[src/hw/rtl/ledfr_pkg.sv]
package ledfr_pkg;

  localparam logic [7:0] CHAN_FLOOR = 8'd5;

  localparam int PADDR_W = 5;

  localparam logic [PADDR_W-1:0] REG_SEG_START     = 5'h00;
  localparam logic [PADDR_W-1:0] REG_SEG_END       = 5'h04;
  localparam logic [PADDR_W-1:0] REG_ROTATE_DIR    = 5'h08;
  localparam logic [PADDR_W-1:0] REG_SPEED_DIV     = 5'h0C;
  localparam logic [PADDR_W-1:0] REG_ROTATE_ENABLE = 5'h10;

  typedef enum logic [1:0] {
    CMD_FILL = 2'd0,
    CMD_TICK = 2'd1,
    CMD_READ = 2'd2
  } cmd_e_t;

  typedef enum logic [2:0] {
    ST_CLEAR,
    ST_IDLE,
    ST_FILL,
    ST_ROT,
    ST_DRAIN,
    ST_WRAP,
    ST_READ,
    ST_RESULT
  } state_t;

  typedef struct packed {
    logic [6:0] seg_start;
    logic [6:0] seg_end;
    logic       rotate_dir;
    logic [7:0] speed_div;
    logic       rotate_enable;
  } cfg_t;

  typedef struct packed {
    logic [1:0]  command;
    logic [6:0]  range_start;
    logic [6:0]  range_end;
    logic [23:0] fill_color;
    logic [6:0]  read_index;
  } cmd_word_t;

  typedef struct packed {
    logic        status;
    logic [23:0] pixel_color;
  } res_word_t;

  function automatic logic [23:0] drop_dim_channels(input logic [23:0] color);
    logic [23:0] fixed;
    fixed = color;
    for (int ch = 0; ch < 3; ch++) begin
      if (color[ch*8 +: 8] < CHAN_FLOOR) begin
        fixed[ch*8 +: 8] = 8'd0;
      end
    end
    return fixed;
  endfunction

endpackage

[src/hw/rtl/ledfr_if.sv]
interface ledfr_cmd_if;
  logic        valid;
  logic        ready;
  logic [1:0]  command;
  logic [6:0]  range_start;
  logic [6:0]  range_end;
  logic [23:0] fill_color;
  logic [6:0]  read_index;

  modport source (
    output valid, command, range_start, range_end, fill_color, read_index,
    input  ready
  );
  modport sink (
    input  valid, command, range_start, range_end, fill_color, read_index,
    output ready
  );
endinterface

interface ledfr_res_if;
  logic        valid;
  logic        ready;
  logic        status;
  logic [23:0] pixel_color;

  modport source (
    output valid, status, pixel_color,
    input  ready
  );
  modport sink (
    input  valid, status, pixel_color,
    output ready
  );
endinterface

[src/hw/rtl/ledfr_pixel_mem.sv]
module ledfr_pixel_mem #(
  parameter int LED_COUNT = 128,
  localparam int AW = $clog2(LED_COUNT)
) (
  input  logic          clk,
  input  logic          we,
  input  logic [AW-1:0] waddr,
  input  logic [23:0]   wdata,
  input  logic          re,
  input  logic [AW-1:0] raddr,
  output logic [23:0]   rdata
);

  logic [23:0] mem [LED_COUNT];

  always_ff @(posedge clk) begin
    if (we) begin
      mem[waddr] <= wdata;
    end
  end

  always_ff @(posedge clk) begin
    if (re) begin
      rdata <= mem[raddr];
    end
  end

endmodule

[src/hw/rtl/ledfr_ctrl.sv]
module ledfr_ctrl #(
  parameter int LED_COUNT = 128,
  localparam int AW = $clog2(LED_COUNT)
) (
  input  logic                  clk,
  input  logic                  rst,
  input  ledfr_pkg::cfg_t       cfg,
  input  logic                  in_valid,
  output logic                  in_ready,
  input  ledfr_pkg::cmd_word_t  in_word,
  output logic                  out_valid,
  input  logic                  out_ready,
  output ledfr_pkg::res_word_t  out_word,
  output logic                  mem_we,
  output logic [AW-1:0]         mem_waddr,
  output logic [23:0]           mem_wdata,
  output logic                  mem_re,
  output logic [AW-1:0]         mem_raddr,
  input  logic [23:0]           mem_rdata
);

  ledfr_pkg::state_t state, state_next;

  logic [AW-1:0] ptr, ptr_next;
  logic [AW-1:0] last, last_next;
  logic [AW-1:0] wp, wp_next;
  logic          step_dn, step_dn_next;
  logic [1:0]    pipe_cnt, pipe_cnt_next;
  logic [23:0]   saved, saved_next;
  logic [23:0]   fill_c, fill_c_next;
  logic [7:0]    phase, phase_next;
  logic          res_status, res_status_next;
  logic          res_read, res_read_next;
  logic          out_load;

  logic [AW-1:0] ptr_step;
  logic [AW-1:0] wp_step;
  logic          ptr_last;
  logic [8:0]    phase_inc;
  logic          fill_ok;
  logic          seg_ok;

  // Address steppers: an incrementer/decrementer each for ptr and wp, and an end compare on ptr.
  assign ptr_step = step_dn ? ptr - AW'(1) : ptr + AW'(1);
  assign ptr_last = (ptr == last);
  assign wp_step  = step_dn ? wp - AW'(1) : wp + AW'(1);

  assign phase_inc = {1'b0, phase} + 9'd1;
  assign fill_ok   = (in_word.range_start < in_word.range_end) &&
                     (32'(in_word.range_end) < 32'(LED_COUNT));
  assign seg_ok    = (cfg.seg_end >= cfg.seg_start) &&
                     (32'(cfg.seg_end) < 32'(LED_COUNT));

  assign in_ready = (state == ledfr_pkg::ST_IDLE);

  always_comb begin
    state_next      = state;
    ptr_next        = ptr;
    last_next       = last;
    wp_next         = wp;
    step_dn_next    = step_dn;
    pipe_cnt_next   = pipe_cnt;
    saved_next      = saved;
    fill_c_next     = fill_c;
    phase_next      = phase;
    res_status_next = res_status;
    res_read_next   = res_read;
    out_load        = 1'b0;
    mem_we          = 1'b0;
    mem_waddr       = ptr;
    mem_wdata       = '0;
    mem_re          = 1'b0;
    mem_raddr       = ptr;

    case (state)
      ledfr_pkg::ST_CLEAR: begin
        mem_we = 1'b1;
        if (ptr_last) begin
          state_next = ledfr_pkg::ST_IDLE;
        end else begin
          ptr_next = ptr_step;
        end
      end

      ledfr_pkg::ST_IDLE: begin
        if (in_valid) begin
          res_status_next = 1'b0;
          res_read_next   = 1'b0;
          state_next      = ledfr_pkg::ST_RESULT;
          case (in_word.command)
            ledfr_pkg::CMD_FILL: begin
              if (fill_ok) begin
                ptr_next     = AW'(in_word.range_start);
                last_next    = AW'(in_word.range_end);
                step_dn_next = 1'b0;
                fill_c_next  = ledfr_pkg::drop_dim_channels(in_word.fill_color);
                state_next   = ledfr_pkg::ST_FILL;
              end else begin
                res_status_next = 1'b1;
              end
            end
            ledfr_pkg::CMD_TICK: begin
              if (cfg.rotate_enable) begin
                phase_next = (phase_inc >= {1'b0, cfg.speed_div}) ? 8'd0 : phase_inc[7:0];
                if (((cfg.speed_div == 8'd0) || (phase == 8'd0)) && seg_ok) begin
                  pipe_cnt_next = 2'd0;
                  state_next    = ledfr_pkg::ST_ROT;
                  if (cfg.rotate_dir) begin
                    ptr_next     = AW'(cfg.seg_start);
                    wp_next      = AW'(cfg.seg_start);
                    last_next    = AW'(cfg.seg_end);
                    step_dn_next = 1'b0;
                  end else begin
                    ptr_next     = AW'(cfg.seg_end);
                    wp_next      = AW'(cfg.seg_end);
                    last_next    = AW'(cfg.seg_start);
                    step_dn_next = 1'b1;
                  end
                end
              end
            end
            ledfr_pkg::CMD_READ: begin
              if (32'(in_word.read_index) < 32'(LED_COUNT)) begin
                ptr_next      = AW'(in_word.read_index);
                res_read_next = 1'b1;
                state_next    = ledfr_pkg::ST_READ;
              end
            end
            default: begin
            end
          endcase
        end
      end

      ledfr_pkg::ST_FILL: begin
        mem_we    = 1'b1;
        mem_wdata = fill_c;
        if (ptr_last) begin
          state_next = ledfr_pkg::ST_RESULT;
        end else begin
          ptr_next = ptr_step;
        end
      end

      ledfr_pkg::ST_ROT, ledfr_pkg::ST_DRAIN: begin
        if (state == ledfr_pkg::ST_ROT) begin
          mem_re = 1'b1;
          if (ptr_last) begin
            state_next = ledfr_pkg::ST_DRAIN;
          end else begin
            ptr_next = ptr_step;
          end
        end else begin
          state_next = ledfr_pkg::ST_WRAP;
        end
        if (pipe_cnt == 2'd1) begin
          saved_next = mem_rdata;
        end else if (pipe_cnt == 2'd2) begin
          mem_we    = 1'b1;
          mem_waddr = wp;
          mem_wdata = mem_rdata;
          wp_next   = wp_step;
        end
        if (pipe_cnt != 2'd2) begin
          pipe_cnt_next = pipe_cnt + 2'd1;
        end
      end

      ledfr_pkg::ST_WRAP: begin
        mem_we     = 1'b1;
        mem_waddr  = wp;
        mem_wdata  = saved;
        state_next = ledfr_pkg::ST_RESULT;
      end

      ledfr_pkg::ST_READ: begin
        mem_re     = 1'b1;
        state_next = ledfr_pkg::ST_RESULT;
      end

      ledfr_pkg::ST_RESULT: begin
        if (!out_valid || out_ready) begin
          out_load   = 1'b1;
          state_next = ledfr_pkg::ST_IDLE;
        end
      end

      default: begin
        state_next = ledfr_pkg::ST_IDLE;
      end
    endcase
  end

  always_ff @(posedge clk) begin
    if (rst) begin
      state     <= ledfr_pkg::ST_CLEAR;
      ptr       <= '0;
      last      <= AW'(LED_COUNT - 1);
      step_dn   <= 1'b0;
      phase     <= 8'd0;
      out_valid <= 1'b0;
    end else begin
      state   <= state_next;
      ptr     <= ptr_next;
      last    <= last_next;
      step_dn <= step_dn_next;
      phase   <= phase_next;
      if (out_load) begin
        out_valid <= 1'b1;
      end else if (out_ready) begin
        out_valid <= 1'b0;
      end
    end
  end

  always_ff @(posedge clk) begin
    wp         <= wp_next;
    pipe_cnt   <= pipe_cnt_next;
    saved      <= saved_next;
    fill_c     <= fill_c_next;
    res_status <= res_status_next;
    res_read   <= res_read_next;
    if (out_load) begin
      out_word.status      <= res_status;
      out_word.pixel_color <= res_read ? mem_rdata : 24'd0;
    end
  end

endmodule

[src/hw/rtl/led_segment_fill_and_rotate_core.sv]
// Items are taken one at a time; the block is not ready while one is at work.
// A fill writes its range, a rotating tick walks its segment and a read fetches one LED
// before the result word is loaded; other words go straight to the result.
// The walks go through the pixel memory one LED per cycle.
// After reset a clearing pass writes zero to all LED_COUNT entries, during which
// no word is accepted; control registers and cfg reset, datapath registers do not.
module led_segment_fill_and_rotate_core #(
  parameter int LED_COUNT = 128
) (
  input  logic                            clk,
  input  logic                            rst,
  ledfr_cmd_if.sink                       cmd,
  ledfr_res_if.source                     res,
  input  logic                            psel,
  input  logic                            penable,
  input  logic                            pwrite,
  input  logic [ledfr_pkg::PADDR_W-1:0]   paddr,
  input  logic [31:0]                     pwdata,
  output logic [31:0]                     prdata,
  output logic                            pready
);

  localparam int AW = $clog2(LED_COUNT);

  ledfr_pkg::cfg_t      cfg;
  ledfr_pkg::cmd_word_t in_word;
  ledfr_pkg::res_word_t out_word;

  logic          mem_we;
  logic [AW-1:0] mem_waddr;
  logic [23:0]   mem_wdata;
  logic          mem_re;
  logic [AW-1:0] mem_raddr;
  logic [23:0]   mem_rdata;
  logic          cfg_wr;

  assign pready = 1'b1;
  assign cfg_wr = psel && penable && pwrite && pready;

  always_ff @(posedge clk) begin
    if (rst) begin
      cfg <= '0;
    end else if (cfg_wr) begin
      case (paddr)
        ledfr_pkg::REG_SEG_START:     cfg.seg_start     <= pwdata[6:0];
        ledfr_pkg::REG_SEG_END:       cfg.seg_end       <= pwdata[6:0];
        ledfr_pkg::REG_ROTATE_DIR:    cfg.rotate_dir    <= pwdata[0];
        ledfr_pkg::REG_SPEED_DIV:     cfg.speed_div     <= pwdata[7:0];
        ledfr_pkg::REG_ROTATE_ENABLE: cfg.rotate_enable <= pwdata[0];
        default: begin
        end
      endcase
    end
  end

  always_comb begin
    case (paddr)
      ledfr_pkg::REG_SEG_START:     prdata = {25'd0, cfg.seg_start};
      ledfr_pkg::REG_SEG_END:       prdata = {25'd0, cfg.seg_end};
      ledfr_pkg::REG_ROTATE_DIR:    prdata = {31'd0, cfg.rotate_dir};
      ledfr_pkg::REG_SPEED_DIV:     prdata = {24'd0, cfg.speed_div};
      ledfr_pkg::REG_ROTATE_ENABLE: prdata = {31'd0, cfg.rotate_enable};
      default:                      prdata = 32'd0;
    endcase
  end

  assign in_word.command     = cmd.command;
  assign in_word.range_start = cmd.range_start;
  assign in_word.range_end   = cmd.range_end;
  assign in_word.fill_color  = cmd.fill_color;
  assign in_word.read_index  = cmd.read_index;

  assign res.status      = out_word.status;
  assign res.pixel_color = out_word.pixel_color;

  ledfr_ctrl #(
    .LED_COUNT(LED_COUNT)
  ) u_ctrl (
    .clk       (clk),
    .rst       (rst),
    .cfg       (cfg),
    .in_valid  (cmd.valid),
    .in_ready  (cmd.ready),
    .in_word   (in_word),
    .out_valid (res.valid),
    .out_ready (res.ready),
    .out_word  (out_word),
    .mem_we    (mem_we),
    .mem_waddr (mem_waddr),
    .mem_wdata (mem_wdata),
    .mem_re    (mem_re),
    .mem_raddr (mem_raddr),
    .mem_rdata (mem_rdata)
  );

  ledfr_pixel_mem #(
    .LED_COUNT(LED_COUNT)
  ) u_mem (
    .clk   (clk),
    .we    (mem_we),
    .waddr (mem_waddr),
    .wdata (mem_wdata),
    .re    (mem_re),
    .raddr (mem_raddr),
    .rdata (mem_rdata)
  );

  // The clearing pass keeps the command channel closed right after reset.
  a_clear_after_reset: assert property (@(posedge clk) rst |=> !cmd.ready)
    else $error("command channel open during clearing pass");

  // Every accepted word leaves the block busy in the following cycle.
  a_busy_after_accept: assert property (@(posedge clk) disable iff (rst)
    (cmd.valid && cmd.ready) |=> !cmd.ready)
    else $error("word accepted while previous word in progress");

  // A rejected fill never carries a pixel color.
  a_status_no_color: assert property (@(posedge clk) disable iff (rst)
    (res.valid && res.status) |-> (res.pixel_color == 24'd0))
    else $error("rejected fill returned a nonzero color");

endmodule

[src/flat_wrapper.sv]
// flat-port wrapper written by rule: the top's interface ports become plain ports
module led_segment_fill_and_rotate_core_flat 
#(
  parameter int LED_COUNT = 128
)
  (clk, rst, psel, penable, pwrite, paddr, pwdata, prdata, pready, cmd_valid, cmd_command, cmd_range_start, cmd_range_end, cmd_fill_color, cmd_read_index, cmd_ready, res_valid, res_status, res_pixel_color, res_ready);
  ledfr_cmd_if cmd_i ();
  ledfr_res_if res_i ();
  input  logic clk;
  input  logic rst;
  input  logic psel;
  input  logic penable;
  input  logic pwrite;
  input  logic [ledfr_pkg::PADDR_W-1:0] paddr;
  input  logic [31:0] pwdata;
  output logic [31:0] prdata;
  output logic pready;
  input wire logic [$bits(cmd_i.valid)-1:0] cmd_valid;
  input wire logic [$bits(cmd_i.command)-1:0] cmd_command;
  input wire logic [$bits(cmd_i.range_start)-1:0] cmd_range_start;
  input wire logic [$bits(cmd_i.range_end)-1:0] cmd_range_end;
  input wire logic [$bits(cmd_i.fill_color)-1:0] cmd_fill_color;
  input wire logic [$bits(cmd_i.read_index)-1:0] cmd_read_index;
  output wire logic [$bits(cmd_i.ready)-1:0] cmd_ready;
  output wire logic [$bits(res_i.valid)-1:0] res_valid;
  output wire logic [$bits(res_i.status)-1:0] res_status;
  output wire logic [$bits(res_i.pixel_color)-1:0] res_pixel_color;
  input wire logic [$bits(res_i.ready)-1:0] res_ready;
  assign cmd_i.valid = cmd_valid;
  assign cmd_i.command = cmd_command;
  assign cmd_i.range_start = cmd_range_start;
  assign cmd_i.range_end = cmd_range_end;
  assign cmd_i.fill_color = cmd_fill_color;
  assign cmd_i.read_index = cmd_read_index;
  assign cmd_ready = cmd_i.ready;
  assign res_valid = res_i.valid;
  assign res_status = res_i.status;
  assign res_pixel_color = res_i.pixel_color;
  assign res_i.ready = res_ready;
  led_segment_fill_and_rotate_core #(.LED_COUNT(LED_COUNT)) u_core (.clk(clk), .rst(rst), .cmd(cmd_i), .res(res_i), .psel(psel), .penable(penable), .pwrite(pwrite), .paddr(paddr), .pwdata(pwdata), .prdata(prdata), .pready(pready));
endmodule
[config.mk]
export PLATFORM = sky130hd
export DESIGN_NAME = led_segment_fill_and_rotate_core_flat
export DESIGN_NICKNAME = d
export VERILOG_FILES = /design/src/hw/rtl/ledfr_pkg.sv /design/src/hw/rtl/ledfr_if.sv /design/src/hw/rtl/ledfr_pixel_mem.sv /design/src/hw/rtl/ledfr_ctrl.sv /design/src/hw/rtl/led_segment_fill_and_rotate_core.sv /design/src/flat_wrapper.sv
export SDC_FILE = /design/constraint.sdc
export NUM_CORES = 2
export LEC_CHECK = 0
export BUFFER_PORTS_ARGS = -buffer_cell sky130_fd_sc_hd__buf_4
export CORE_ASPECT_RATIO = 1.2
export CORE_MARGIN = 5
export CORE_UTILIZATION = 50
export DETAILED_ROUTE_END_ITERATION = 16
export PLACE_DENSITY_LB_ADDON = 0.2
export SKIP_LAST_GASP = 1
export SLEW_MARGIN = 5
export SYNTH_ARGS = -nofsm -noshare
export SYNTH_HDL_FRONTEND = slang
export SYNTH_SLANG_ARGS = --single-unit
[constraint.sdc]
create_clock -name clk -period 5.19 [get_ports clk]
set_input_delay 0.519 -clock clk [delete_from_list [all_inputs] [get_ports clk]]
set_output_delay 0.519 -clock clk [all_outputs]
set_load 0.03 [all_outputs]
==> flow_summary_export.csv <==
group,metric,value,unit
layout,drive_gt1_share,22.4,%
drt,final_antenna_net_count,0,
drt,first_iter_violations,7129,
setup_path,crit_top_cell,"nand2_1",
synth,yosysWarnings,0,
timing,clock-skew-final,54.5,ps
global_routing,grt_pass1_vias,64000,
layout,fin_cells,10300,
power_and_ir_drop,design_power_total,72.8,mW
floorplanning,design.die.area,0.262,sq mm
synth,syn_area_per_cell,19.9,sq um
clocking,insertion_delay,880,ps
setup_path,crit_type,"register to register",
global_routing,grt_overflow,0,
drt,wl,327000,um
clocking,cts_tree,"built",
synth,synth-edff-count,3180,
setup_path,cp_cell_sequence,"inv_1 > ha_1 > and3b_1 > o21ai_1 > nand2_1 > a2111o_1 > o311ai_2 > nand2_1 > nor2_2 > buf_12",
setup_path,worstSetupEndpointType,"register",
place,place_ws,742,ps
timing,rsz0062_at_grt,"false",
timing,period_needed,4610,ps
layout,finalNetCount,6867,
clocking,cts_buffers,317,
hold_path,hold_path.class,"input pin to register",
synth,synth-seq-cells,3231,
setup_path,slowest_stage,"nor2_2",
setup_path,critical-path-top-delay-family,"simple AND/OR/NAND/NOR gates",
layout,area_growth_syn_to_layout,13.4,%
place,post-place-cells,9727,
power_and_ir_drop,power_leakage,44.1,nW
place,place.gp.congestion,0.856,
clocking,postCtsSetupBuffers,0,
layout,final_common_cell,"edfxtp_1",
global_routing,grt_max_degree,129,
setup_path,slowest_delay,680,ps
setup_path,ff2ff_setup_slack,580,ps
floorplanning,start_util,50.3,%
clocking,post_cts_resized,0,
floorplanning,io_pins,151,
drt,dr_total_vias,64600,
timing,setup_viol,0,
layout,finish.utilization,57.1,%
drt,drc_errors,0,
clocking,clk_pin_slew,60,ps
drt,dr.pass1.iters,6,
floorplanning,core_area,0.250,sq mm
synth,synthArstFlopShare,0,%
timing,relSlewSlack,9.21,%
layout,ff_latch_area,0.0965,sq mm
synth,ys.flop_type,"edfxtp_1",
timing,whs,55.9,ps
run,drv_cap,0,
drt,drt-vias-per-instance,6.24,
setup_path,worst_setup_path_start_kind,"register",
clocking,cts_root_buf,"clkbuf_16",
place,placed_area,0.133,sq mm
setup_path,critPathRequiredTime,5750,ps
layout,final_cell_mix,"edfxtp_1 (3180), mux2i_1 (636), mux4_2 (504)",
timing,setup_ws,584,ps
drt,wl_per_cell,31.6,um
power_and_ir_drop,vdd_drop_max,0.316,mV
timing,drv_slew,0,
synth,syn_area,0.126,sq mm
outcome,status,"complete, no violations",
clocking,cts_sinks,3231,
setup_path,worst-path-buf-inv,2,
global_routing,grt_usage,24.6,%
synth,synthCells,6326,
layout,fillers,18400,
timing,hold_violations,0,
setup_path,cp_max_fo,16,
global_routing,grt_first_pass_wirelength,466000,um
clocking,h-tree-depth,5,
timing,post-route-period-util,88.7,%
layout,multi_input_comb_area,0.0278,sq mm
timing,finalSetupTns,0,ps
floorplanning,num_rows,201,
setup_path,worstPathArrival,5170,ps
global_routing,antenna_found_initial,19,
synth,ys_seq_area_share,76.6,%
clocking,cts.path.max_buffers,4,
power_and_ir_drop,p_per_area,510,mW/mm^2
synth,synth_cell_types,71,
place,numPortBuffers,101,
floorplanning,dieWidth,468,um
floorplanning,dieHeight,560,um
timing,fmax,217,MHz
place,dp_hpwl,194000,um
layout,final_area,0.143,sq mm
timing,worst_slew_pin_slew,1360,ps
[worst register-to-register path, delay by kind of cell (launching register included)]
kind | cells | cell delay [ps]
AND/OR/NAND/NOR | 4 | 1930
AO/OA/AOI/OAI | 3 | 1310
flip-flops | 1 | 400
buffers and inverters | 2 | 350
adder cells (fa/ha/maj) | 1 | 300
[final cells by class]
type                            instances  share of cell area [%]
Timing Repair Buffer                  463                    2.90
Sequential cell                      3231                    67.6
Multi-Input combinational cell       2649                    19.5
Tap cell                             3349                    2.94
Antenna cell                           19                  0.0333
Clock inverter                        166                   0.930
Inverter                               68                   0.221
Clock buffer                          396                    5.88
[flip-flops by register name, summed over array words and instances, names as in the netlist, 2 cells and up]
name / cells
u_core.cfg: 24
u_core.u_ctrl.fill_c: 24
u_core.u_ctrl.last: 7
u_core.u_ctrl.mem_raddr: 7
u_core.u_ctrl.out_word: 25
u_core.u_ctrl.phase: 8
u_core.u_ctrl.pipe_cnt: 2
u_core.u_ctrl.saved: 24
u_core.u_ctrl.state: 3
u_core.u_ctrl.wp: 7
u_core.u_mem.mem: 3072
u_core.u_mem.rdata: 24
[cell families after synthesis]
family / after synthesis / synth area share (%)
buffers and inverters: 469 / 1.71
XOR/XNOR: 24 / 0.167
other: 2 / 0.00596
adder cells (fa/ha/maj): 46 / 0.469
AND/OR/NAND/NOR: 674 / 2.54
AO/OA/AOI/OAI: 719 / 4.22
multiplexers: 1161 / 14.3
flip-flops: 3231 / 76.6
[cells in the mapped netlist, types with 8 or more instances]
cell type / n / area, sq um
edfxtp_1: 3180 / 95500
mux2i_1: 636 / 6370
mux4_2: 504 / 11400
a22oi_1: 341 / 2560
nor2_1: 197 / 739
clkbuf_1: 196 / 736
nand3_1: 172 / 861
nand2_1: 132 / 495
buf_2: 120 / 601
a21oi_1: 77 / 385
inv_1: 67 / 251
a31oi_1: 52 / 325
a22o_1: 51 / 447
dfxtp_1: 51 / 1020
a221oi_1: 48 / 420
ha_1: 44 / 551
nand4_1: 44 / 275
buf_4: 39 / 293
buf_1: 33 / 124
and2_1: 30 / 188
o21ai_0: 28 / 140
nor2b_1: 27 / 169
a222oi_1: 24 / 240
o211ai_1: 24 / 180
mux2_2: 21 / 236
a211oi_1: 20 / 150
or4_1: 18 / 135
xnor2_1: 18 / 158
nor3_1: 16 / 80.1
buf_6: 12 / 135
nand2b_1: 10 / 62.6
and3_1: 8 / 50.1
[what timing repair did]
action | in CTS | in global routing
hold buffers | 33 | 0
hold endpoints to repair | 48 | 0
endpoints found under the setup margin | 0 | 0
[routing by layer]
layer / track usage, % / part of all wire [%]
met1: 35.0 / 40
met2: 39.3 / 48
met3: 4.28 / 8.0
met4: 7.62 / 3.3
met5: 0 / 0.017
[power breakdown]
part,internal [mW],switching [mW]
clock network,12.4,9.46
registers,31.6,0.468
logic,6.60,12.3
[final timing paths]
path	from	to	cells after the start
setup reg to reg	u_core.u_ctrl.state[0]$_SDFFE_PP0P_	u_core.u_mem.mem[90][12]$_DFFE_PP_	10
hold / removal	cmd_fill_color[9]	u_core.u_ctrl.fill_c[9]$_SDFFCE_PN0P_	2
hold reg to reg	u_core.u_ctrl.res_status$_SDFFCE_PN0P_	u_core.u_ctrl.out_word[24]$_DFFE_PP_	0
setup / recovery	u_core.u_ctrl.state[0]$_SDFFE_PP0P_	u_core.u_mem.mem[90][12]$_DFFE_PP_	10
Power figures use the tool's default switching activity.
